--- src/hw/rtl/ezvad_pkg.sv ---
// shared constants, types and register codes of the voice activity detector
`default_nettype none
package ezvad_pkg;

  // frame and sample sizing
  localparam int SampleBits = 16;
  localparam int MaxFrame   = 4096;

  localparam int LenW   = $clog2(MaxFrame + 1);
  localparam int CrossW = $clog2(MaxFrame);
  localparam int MagW   = SampleBits;
  localparam int SqW    = 2 * SampleBits;
  localparam int SumW   = 2 * SampleBits - 2 + LenW;

  // configuration register widths
  localparam int EnergyW = 15;
  localparam int ZcrW    = 16;
  localparam int RunW    = 8;
  localparam int CfgIdxW = 8;
  localparam int CfgDatW = 16;

  // derived arithmetic widths
  localparam int T2W  = 2 * EnergyW;
  localparam int EpW  = T2W + LenW;
  localparam int ZpW  = ZcrW + LenW;
  localparam int CmpW = 64;

  // alignment of sample scale 2^(2B-2) to threshold scale 2^30
  localparam int EShL = (SampleBits <= 16) ? (32 - 2 * SampleBits) : 0;
  localparam int EShR = (SampleBits > 16) ? (2 * SampleBits - 32) : 0;

  // queue between front and back
  localparam int QDepth = 4;
  localparam int QPtrW  = $clog2(QDepth);
  localparam int QCntW  = $clog2(QDepth + 1);

  // register indexes
  localparam logic [CfgIdxW-1:0] RegEnergy     = CfgIdxW'(0);
  localparam logic [CfgIdxW-1:0] RegZcr        = CfgIdxW'(1);
  localparam logic [CfgIdxW-1:0] RegMinSpeech  = CfgIdxW'(2);
  localparam logic [CfgIdxW-1:0] RegMinSilence = CfgIdxW'(3);

  // register reset values
  localparam logic [EnergyW-1:0] EnergyRst     = EnergyW'(328);
  localparam logic [ZcrW-1:0]    ZcrRst        = ZcrW'(19661);
  localparam logic [RunW-1:0]    MinSpeechRst  = RunW'(3);
  localparam logic [RunW-1:0]    MinSilenceRst = RunW'(10);

  localparam logic [RunW-1:0] RunMax = {RunW{1'b1}};

  typedef struct packed {
    logic [EnergyW-1:0] energy;
    logic [ZcrW-1:0]    zcr;
    logic [RunW-1:0]    min_speech;
    logic [RunW-1:0]    min_silence;
  } cfg_t;

  // one classified sample as it sits in the queue
  typedef struct packed {
    logic [SqW-1:0] sq;
    logic           neg;
    logic           last;
  } entry_t;

  typedef enum logic [3:0] {
    ST_ACC = 4'b0001,
    ST_SQR = 4'b0010,
    ST_MUL = 4'b0100,
    ST_DEC = 4'b1000
  } back_state_e;

endpackage
`default_nettype wire

--- src/hw/rtl/ezvad_front.sv ---
// front stage: takes samples, finds sign and square, hands them to the queue
`default_nettype none
module ezvad_front (
  input  wire                                  clk_i,
  input  wire                                  rst_ni,
  input  wire                                  in_valid_i,
  output logic                                 in_ready_o,
  input  wire  signed [ezvad_pkg::SampleBits-1:0] sample_i,
  input  wire                                  last_in_frame_i,
  output logic                                 push_valid_o,
  input  wire                                  push_ready_i,
  output ezvad_pkg::entry_t                    push_entry_o
);

  logic                           valid_q, valid_d;
  ezvad_pkg::entry_t              entry_q;
  logic [ezvad_pkg::MagW-1:0]     raw;
  logic [ezvad_pkg::MagW-1:0]     mag;
  logic                           neg;
  logic                           accept;

  assign raw = sample_i;
  assign neg = raw[ezvad_pkg::MagW-1];
  // two's complement magnitude, most negative value maps to 2^(B-1)
  assign mag = neg ? (~raw + 1'b1) : raw;

  assign in_ready_o = !valid_q || push_ready_i;
  assign accept     = in_valid_i && in_ready_o;

  always_comb begin
    valid_d = valid_q;
    if (accept) begin
      valid_d = 1'b1;
    end else if (push_ready_i) begin
      valid_d = 1'b0;
    end
  end

  always_ff @(posedge clk_i or negedge rst_ni) begin
    if (!rst_ni) begin
      valid_q <= 1'b0;
    end else begin
      valid_q <= valid_d;
    end
  end

  always_ff @(posedge clk_i) begin
    if (accept) begin
      entry_q.sq   <= ezvad_pkg::SqW'(mag) * ezvad_pkg::SqW'(mag);
      entry_q.neg  <= neg;
      entry_q.last <= last_in_frame_i;
    end
  end

  assign push_valid_o = valid_q;
  assign push_entry_o = entry_q;

endmodule
`default_nettype wire

--- src/hw/rtl/ezvad_fifo.sv ---
// short queue of classified samples between front and back
`default_nettype none
module ezvad_fifo (
  input  wire                clk_i,
  input  wire                rst_ni,
  input  wire                push_valid_i,
  output logic               push_ready_o,
  input  ezvad_pkg::entry_t  push_entry_i,
  output logic               pop_valid_o,
  input  wire                pop_ready_i,
  output ezvad_pkg::entry_t  pop_entry_o
);

  ezvad_pkg::entry_t                mem_q [ezvad_pkg::QDepth];
  logic [ezvad_pkg::QPtrW-1:0]      wr_q, rd_q;
  logic [ezvad_pkg::QCntW-1:0]      cnt_q;
  logic                             do_push, do_pop;

  assign push_ready_o = (cnt_q != ezvad_pkg::QCntW'(ezvad_pkg::QDepth));
  assign pop_valid_o  = (cnt_q != '0);
  assign do_push      = push_valid_i && push_ready_o;
  assign do_pop       = pop_valid_o && pop_ready_i;
  assign pop_entry_o  = mem_q[rd_q];

  always_ff @(posedge clk_i or negedge rst_ni) begin
    if (!rst_ni) begin
      wr_q  <= '0;
      rd_q  <= '0;
      cnt_q <= '0;
    end else begin
      if (do_push) begin
        wr_q <= wr_q + 1'b1;
      end
      if (do_pop) begin
        rd_q <= rd_q + 1'b1;
      end
      if (do_push && !do_pop) begin
        cnt_q <= cnt_q + 1'b1;
      end else if (do_pop && !do_push) begin
        cnt_q <= cnt_q - 1'b1;
      end
    end
  end

  always_ff @(posedge clk_i) begin
    if (do_push) begin
      mem_q[wr_q] <= push_entry_i;
    end
  end

endmodule
`default_nettype wire

--- src/hw/rtl/ezvad_back.sv ---
// back stage: frame accumulation, frame-end decision and run tracking
`default_nettype none
module ezvad_back (
  input  wire                clk_i,
  input  wire                rst_ni,
  input  ezvad_pkg::cfg_t    cfg_i,
  input  wire                pop_valid_i,
  output logic               pop_ready_o,
  input  ezvad_pkg::entry_t  pop_entry_i,
  output logic               out_valid_o,
  input  wire                out_ready_i,
  output logic               speech_active_o,
  output logic               frame_voiced_o
);

  ezvad_pkg::back_state_e            state_q, state_d;
  logic [ezvad_pkg::SumW-1:0]        sum_q, sum_d;
  logic [ezvad_pkg::LenW-1:0]        len_q, len_d;
  logic [ezvad_pkg::CrossW-1:0]      cross_q, cross_d;
  logic                              prev_neg_q, prev_neg_d;
  logic [ezvad_pkg::RunW-1:0]        vrun_q, vrun_d;
  logic [ezvad_pkg::RunW-1:0]        urun_q, urun_d;
  logic                              speak_q, speak_d;
  logic                              out_valid_q, out_valid_d;
  logic                              voiced_q, voiced_d;
  logic [ezvad_pkg::T2W-1:0]         t2_q;
  logic [ezvad_pkg::ZpW-1:0]         zp_q;
  logic [ezvad_pkg::EpW-1:0]         ep_q;
  logic [ezvad_pkg::CmpW-1:0]        e_lhs, e_rhs;
  logic [ezvad_pkg::ZpW-1:0]         z_lhs;
  logic                              voiced;
  logic                              do_pop;
  logic                              slot_free;

  assign pop_ready_o = (state_q == ezvad_pkg::ST_ACC);
  assign do_pop      = pop_valid_i && pop_ready_o;
  assign slot_free   = !out_valid_q || out_ready_i;

  assign e_lhs  = ezvad_pkg::CmpW'(sum_q) << ezvad_pkg::EShL;
  assign e_rhs  = ezvad_pkg::CmpW'(ep_q) << ezvad_pkg::EShR;
  assign z_lhs  = ezvad_pkg::ZpW'({cross_q, 16'b0});
  assign voiced = (e_lhs > e_rhs) && (z_lhs < zp_q);

  always_comb begin
    state_d     = state_q;
    sum_d       = sum_q;
    len_d       = len_q;
    cross_d     = cross_q;
    prev_neg_d  = prev_neg_q;
    vrun_d      = vrun_q;
    urun_d      = urun_q;
    speak_d     = speak_q;
    out_valid_d = out_valid_q && !out_ready_i;
    voiced_d    = voiced_q;
    case (state_q)
      ezvad_pkg::ST_ACC: begin
        if (do_pop) begin
          // samples past the frame limit are dropped
          if (len_q < ezvad_pkg::LenW'(ezvad_pkg::MaxFrame)) begin
            sum_d = sum_q + ezvad_pkg::SumW'(pop_entry_i.sq);
            if ((len_q != '0) && (pop_entry_i.neg != prev_neg_q)) begin
              cross_d = cross_q + 1'b1;
            end
            prev_neg_d = pop_entry_i.neg;
            len_d      = len_q + 1'b1;
          end
          if (pop_entry_i.last) begin
            state_d = ezvad_pkg::ST_SQR;
          end
        end
      end
      ezvad_pkg::ST_SQR: begin
        state_d = ezvad_pkg::ST_MUL;
      end
      ezvad_pkg::ST_MUL: begin
        state_d = ezvad_pkg::ST_DEC;
      end
      ezvad_pkg::ST_DEC: begin
        if (slot_free) begin
          if (voiced) begin
            vrun_d = (vrun_q != ezvad_pkg::RunMax) ? vrun_q + 1'b1 : vrun_q;
            urun_d = '0;
            if (vrun_d >= cfg_i.min_speech) begin
              speak_d = 1'b1;
            end
          end else begin
            urun_d = (urun_q != ezvad_pkg::RunMax) ? urun_q + 1'b1 : urun_q;
            vrun_d = '0;
            if (urun_d >= cfg_i.min_silence) begin
              speak_d = 1'b0;
            end
          end
          voiced_d    = voiced;
          out_valid_d = 1'b1;
          sum_d       = '0;
          len_d       = '0;
          cross_d     = '0;
          prev_neg_d  = 1'b0;
          state_d     = ezvad_pkg::ST_ACC;
        end
      end
      default: begin
        state_d = ezvad_pkg::ST_ACC;
      end
    endcase
  end

  always_ff @(posedge clk_i or negedge rst_ni) begin
    if (!rst_ni) begin
      state_q     <= ezvad_pkg::ST_ACC;
      sum_q       <= '0;
      len_q       <= '0;
      cross_q     <= '0;
      prev_neg_q  <= 1'b0;
      vrun_q      <= '0;
      urun_q      <= '0;
      speak_q     <= 1'b0;
      out_valid_q <= 1'b0;
    end else begin
      state_q     <= state_d;
      sum_q       <= sum_d;
      len_q       <= len_d;
      cross_q     <= cross_d;
      prev_neg_q  <= prev_neg_d;
      vrun_q      <= vrun_d;
      urun_q      <= urun_d;
      speak_q     <= speak_d;
      out_valid_q <= out_valid_d;
    end
  end

  // threshold products, registered in the square and multiply steps
  always_ff @(posedge clk_i) begin
    voiced_q <= voiced_d;
    if (state_q == ezvad_pkg::ST_SQR) begin
      t2_q <= ezvad_pkg::T2W'(cfg_i.energy) * ezvad_pkg::T2W'(cfg_i.energy);
      zp_q <= ezvad_pkg::ZpW'(cfg_i.zcr) * ezvad_pkg::ZpW'(len_q);
    end
    if (state_q == ezvad_pkg::ST_MUL) begin
      ep_q <= ezvad_pkg::EpW'(t2_q) * ezvad_pkg::EpW'(len_q);
    end
  end

  assign out_valid_o     = out_valid_q;
  assign speech_active_o = speak_q;
  assign frame_voiced_o  = voiced_q;

endmodule
`default_nettype wire

--- src/hw/rtl/energy_zcr_voice_activity_detector.sv ---
// top level of the energy and zero-crossing voice activity detector
//
//   channel  direction  handshake                 payload
//   in       input      in_valid_i / in_ready_o   sample_i, last_in_frame_i
//   out      output     out_valid_o / out_ready_i speech_active_o, frame_voiced_o
//   cfg      input      cfg_valid_i / cfg_ready_o cfg_index_i, cfg_data_i
//
// one sample word per cycle is taken while the four-deep queue has room; the back
// accumulates one queued word per cycle
// a word with the last flag takes the back through threshold square, threshold times
// length, compare and run update before the next frame's words drain
// a result word leaves the output register, the back holds its decision while it is full
// reset clears all frame sums, runs and the speaking flag; registers load their defaults
// cfg words are always taken and land in the cycle after the handshake
`default_nettype none
module energy_zcr_voice_activity_detector (
  input  wire                                     clk_i,
  input  wire                                     rst_ni,
  input  wire                                     in_valid_i,
  output logic                                    in_ready_o,
  input  wire  signed [ezvad_pkg::SampleBits-1:0] sample_i,
  input  wire                                     last_in_frame_i,
  output logic                                    out_valid_o,
  input  wire                                     out_ready_i,
  output logic                                    speech_active_o,
  output logic                                    frame_voiced_o,
  input  wire                                     cfg_valid_i,
  output logic                                    cfg_ready_o,
  input  wire  [ezvad_pkg::CfgIdxW-1:0]           cfg_index_i,
  input  wire  [ezvad_pkg::CfgDatW-1:0]           cfg_data_i
);

  ezvad_pkg::cfg_t   cfg_q;
  logic              push_valid, push_ready;
  ezvad_pkg::entry_t push_entry;
  logic              pop_valid, pop_ready;
  ezvad_pkg::entry_t pop_entry;

  // configuration registers, upper data bits beyond a register width are dropped
  assign cfg_ready_o = 1'b1;

  always_ff @(posedge clk_i or negedge rst_ni) begin
    if (!rst_ni) begin
      cfg_q.energy      <= ezvad_pkg::EnergyRst;
      cfg_q.zcr         <= ezvad_pkg::ZcrRst;
      cfg_q.min_speech  <= ezvad_pkg::MinSpeechRst;
      cfg_q.min_silence <= ezvad_pkg::MinSilenceRst;
    end else if (cfg_valid_i && cfg_ready_o) begin
      case (cfg_index_i)
        ezvad_pkg::RegEnergy: begin
          cfg_q.energy <= cfg_data_i[ezvad_pkg::EnergyW-1:0];
        end
        ezvad_pkg::RegZcr: begin
          cfg_q.zcr <= cfg_data_i[ezvad_pkg::ZcrW-1:0];
        end
        ezvad_pkg::RegMinSpeech: begin
          cfg_q.min_speech <= cfg_data_i[ezvad_pkg::RunW-1:0];
        end
        ezvad_pkg::RegMinSilence: begin
          cfg_q.min_silence <= cfg_data_i[ezvad_pkg::RunW-1:0];
        end
        default: begin
          // unknown index, nothing written
        end
      endcase
    end
  end

  // front: sign and square of each sample
  ezvad_front u_front (
    .clk_i           (clk_i),
    .rst_ni          (rst_ni),
    .in_valid_i      (in_valid_i),
    .in_ready_o      (in_ready_o),
    .sample_i        (sample_i),
    .last_in_frame_i (last_in_frame_i),
    .push_valid_o    (push_valid),
    .push_ready_i    (push_ready),
    .push_entry_o    (push_entry)
  );

  // queue decouples intake from the frame-end decision cycles
  ezvad_fifo u_fifo (
    .clk_i        (clk_i),
    .rst_ni       (rst_ni),
    .push_valid_i (push_valid),
    .push_ready_o (push_ready),
    .push_entry_i (push_entry),
    .pop_valid_o  (pop_valid),
    .pop_ready_i  (pop_ready),
    .pop_entry_o  (pop_entry)
  );

  // back: sums, crossing count, decision and speech runs
  ezvad_back u_back (
    .clk_i           (clk_i),
    .rst_ni          (rst_ni),
    .cfg_i           (cfg_q),
    .pop_valid_i     (pop_valid),
    .pop_ready_o     (pop_ready),
    .pop_entry_i     (pop_entry),
    .out_valid_o     (out_valid_o),
    .out_ready_i     (out_ready_i),
    .speech_active_o (speech_active_o),
    .frame_voiced_o  (frame_voiced_o)
  );

endmodule
`default_nettype wire

--- config.mk ---
export PLATFORM = sky130hd
export DESIGN_NAME = energy_zcr_voice_activity_detector
export DESIGN_NICKNAME = d
export VERILOG_FILES = /design/src/hw/rtl/ezvad_pkg.sv /design/src/hw/rtl/ezvad_front.sv /design/src/hw/rtl/ezvad_fifo.sv /design/src/hw/rtl/ezvad_back.sv /design/src/hw/rtl/energy_zcr_voice_activity_detector.sv
export SDC_FILE = /design/constraint.sdc
export NUM_CORES = 2
export LEC_CHECK = 0
export ABC_CLOCK_PERIOD_IN_PS = 9800
export BUFFER_PORTS_ARGS = -buffer_cell sky130_fd_sc_hd__buf_4
export CAP_MARGIN = 30
export CORE_AREA = 2 2 344 346
export CTS_CLUSTER_DIAMETER = 30
export DETAILED_ROUTE_END_ITERATION = 6
export DIE_AREA = 0 0 346 348
export GPL_ROUTABILITY_DRIVEN = 1
export MAX_ROUTING_LAYER = met4
export PLACE_DENSITY = 0.62
export SLEW_MARGIN = 30
export SYNTH_ARGS = -nofsm -noshare
export SYNTH_HDL_FRONTEND = slang
export SYNTH_SLANG_ARGS = --single-unit
export TNS_END_PERCENT = 20
--- constraint.sdc ---
create_clock -name clk_i -period 9.8 [get_ports clk_i]
set_clock_uncertainty 0.05 [all_clocks]
set_input_delay 0.98 -clock clk_i [delete_from_list [all_inputs] [get_ports clk_i]]
set_output_delay 0.98 -clock clk_i [all_outputs]
set_load 0.05 [all_outputs]
==> summary.txt <==
Status
  • Outcome: finished clean

Synthesis
  • Ys Warns: 0
  • Gate Count Post-Synth: just under 5000
  • Share of the synthesized area in the top cell type: 30.4%
  • Syn_area_per_cell: just over 10 um2
  • Post-synthesis sequential area ratio: 23.5%
  • Largest cells by area after synthesis: fa_1, edfxtp_1, ha_1
  • Syn Std Cell Area: around 0.05 mm2
  • Post-synth ARST share: 35.4%
  • Netlist cell types: between 80 and 90
  • Most common cell in the synthesized netlist: inv_1
  • Yosys top cell by area: fa_1
  • Post-synth EDFFs: 267
  • Ys flop type: edfxtp_1
  • #FFs+latches synth: approximately 410
  • Synth cell count leaders: inv_1, fa_1, nand2_1, ha_1, and2_1

Clocking
  • Clk_lat worst skew: 0.68 ns
  • CTS tree: done
  • Hold Buf Count CTS: 0
  • CTS Sinks: approximately 410
  • Clock tree root buffer cell: clkbuf_16
  • H-tree depth: 3
  • Worst-path clk slew: 0.05 ns
  • Number of buffers created by CTS: 95
  • Post-CTS setup buffer count: 0
  • Max Root-Sink Buffers: 3
  • Post-CTS sizing: 0

Worst setup path
  • Crit path max-delay cell type: fa_1
  • R2r setup slk: between 2 and 3 ns
  • CP endpoint kind: flip-flop
  • Element type at the critical path start: input pin
  • WS Path Type: in2reg
  • Worst R2R Path Depth: 20
  • Reg2Reg Launch Point: u_back.len_q[2]$_DFFE_PN0P_
  • Most used cell, CP: inv_1
  • Delay of the slowest critical-path stage: 0.54 ns
  • Buf/Inv on CP: 11
  • Critical Path RT: 10.18 ns
  • R2R Path End: u_back.ep_q[42]$_DFFE_PP_
  • Arr. time, crit path: around 8.7 ns
  • Critical path's top delay family: adder cells
  • Crit-path max FO: 18

Finish
  • Post-Layout Inst Area: 0.0555 mm2
  • Diode count: 0
  • # nets final: about 6200
  • Layout area overhead: 11.4%
  • Layout cells sized above 1: 7.79%

Routing
  • Number of DRC markers in iteration 0: between 1500 and 2000
  • Via Count: 34000
  • DR WL/cell: 17.4 um
  • WL final: between 100000 and 150000 um
  • Post-route ant nets: 0
  • Vias/cell: 5.17
  • 1st-pass router iterations: 5
  • Post-route DRC violation count: 0

Floorplanning
  • Count of standard-cell rows: 126
  • Placeable Area: 0.117 mm2
  • Die Y: 348 um
  • Die Width: 346 um
  • DIE AREA: 0.120 mm2
  • Initial Utilization: 42.6%
  • Boundary pin count: between 50 and 60

Timing
  • Tcrit/Tclk final: between 80% and 90%
  • Worst-margin pin slew: 1.00 ns
  • Max Slew Vio Count: 0
  • Slew HR: 33.1%
  • Final count of hold timing violations: 0
  • WHS: 0.203 ns
  • RSZ-0062 raised after global routing: no
  • Tmin final: 8.30 ns
  • Final setup TNS: 0 ns
  • Setup-failing EPs final: 0
  • Fmax: 0.121 GHz

Global route
  • Largest net degree at the start of global routing: 83
  • Initial antenna violation count: 0
  • Vias in the first global route: roughly 37000
  • First-pass GRT wire length: 194000 um
  • Met3 Use GR: 2.69%
  • Met2 usage: roughly 34%
  • Busiest grt layer: met2
  • Met1 Use GR: 27.0%
  • Tot GR Track Use: ~21%
  • GRT Residual Overflow: 0

Min path
  • Hold crit path type: in2async

Placement
  • PortBufs: just under 50
  • DP Area: 0.0519 mm2
  • GP Congestion: 0.899
  • HPWL after DPL: 88800 um

Flow run
  • Max-cap viol count: 0
## worst max-delay path by stage
stage,cells after the start,slack (ns),endpoint,from
3_3_place_gp,33,0.93,u_front.push_entry_o[33]$_DFFE_PP_,sample_i[0]
4_1_cts,33,1.53,u_front.push_entry_o[30]$_DFFE_PP_,sample_i[0]
6_report,33,1.50,u_front.push_entry_o[33]$_DFFE_PP_,sample_i[0]
5_1_grt,33,0.94,u_front.push_entry_o[30]$_DFFE_PP_,sample_i[0]
3_5_place_dp,33,0.79,u_front.push_entry_o[30]$_DFFE_PP_,sample_i[0]
2_1_floorplan,32,1.25,u_front.push_entry_o[33]$_DFFE_PP_,sample_i[0]
## layer usage
metal | share of wire, % | wire (um)
met4 | 1.9 | 2160
met2 | 48 | 55300
met5 | 0 | 0
met1 | 45 | 51700
met3 | 4.6 | 5320
## worst register-to-register path, cell delays in order, from the launching register on
cell and delay (ns):
dfrtp_1 0.76, buf_4 0.58, nand2_1 0.16, fa_1 0.55, inv_1 0.05, fa_1 0.47, fa_1 0.52, inv_1 0.06
fa_1 0.53, inv_1 0.05, fa_1 0.49, ha_1 0.43, nand4_1 0.20, o311ai_0 0.38, a21oi_1 0.08, a22oi_1 0.47
and3_1 0.32, o22ai_1 0.14, nor3_1 0.28, o221ai_1 0.22, xnor2_1 0.16
## placed cells by master (no fill, tap or decap), types with 15 or more instances in the layout
cell type	count
a211oi_1	20
a21o_1	78
a21oi_1	149
a31oi_1	23
and2_1	301
and3_1	26
buf_4	90
bufinv_16	19
clkbuf_16	98
conb_1	17
dfrtp_1	128
dfstp_2	16
edfxtp_1	267
fa_1	756
ha_1	467
inv_1	929
mux2_2	46
mux4_2	32
nand2_1	605
nand2b_1	24
nand3_1	76
nand4_1	29
nor2_1	181
nor2b_1	22
nor3_1	26
o21a_1	28
o21ai_0	127
o21bai_1	15
xnor2_1	128
xor2_1	71
## layout make-up
type                       instances  area, um2
multi-input combinational       3420      34100
clock buffer                     117       2570
sequential                       413      11700
tap                             1536       1920
fill                           10900      61500
inverter                         937       3520
timing repair buffer              94        737
clock inverter                    62       1030
## through the flow
step / setup WS [ns] / utilization, % / std cells
2_1_floorplan: 1.25 / - / 4950
3_3_place_gp: 0.927 / 44.3 / 6398
3_5_place_dp: 0.788 / 44.4 / 6399
4_1_cts: 1.53 / 47.4 / 6578
5_1_grt: 0.938 / 47.5 / 6579
6_report: 1.50 / 47.5 / 6579
## registers in the layout, summed over array words and instances, names as in the netlist, 2 cells and up
name and count:
u_front.push_entry_o 33, cfg_q 47, u_back.t2_q 29, u_back.len_q 13
u_fifo.wr_q 2, u_back.cross_q 12, u_fifo.cnt_q 3, u_fifo.rd_q 2
u_back.urun_q 8, u_back.zp_q 29, u_back.vrun_q 8, u_fifo.mem_q 132
u_back.ep_q 43, u_back.state_q 4, u_back.sum_q 43
## kinds of logic after synthesis
family                     count (synthesis)  synth area share [%]
other                                      2                0.0151
adders and majority gates               1223                  42.1
and+or+nand+nor                         1353                  13.0
AOI/OAI and AO/OA                        545                  6.96
DFF                                      413                  23.5
muxes                                     81                  2.54
buffers and inverters                   1117                  8.44
xor gates and xnor gates                 201                  3.56
Power is left out: the tool's default activity adds up to more than one toggle a clock period on the data nets, which glitch-free logic cannot reach.
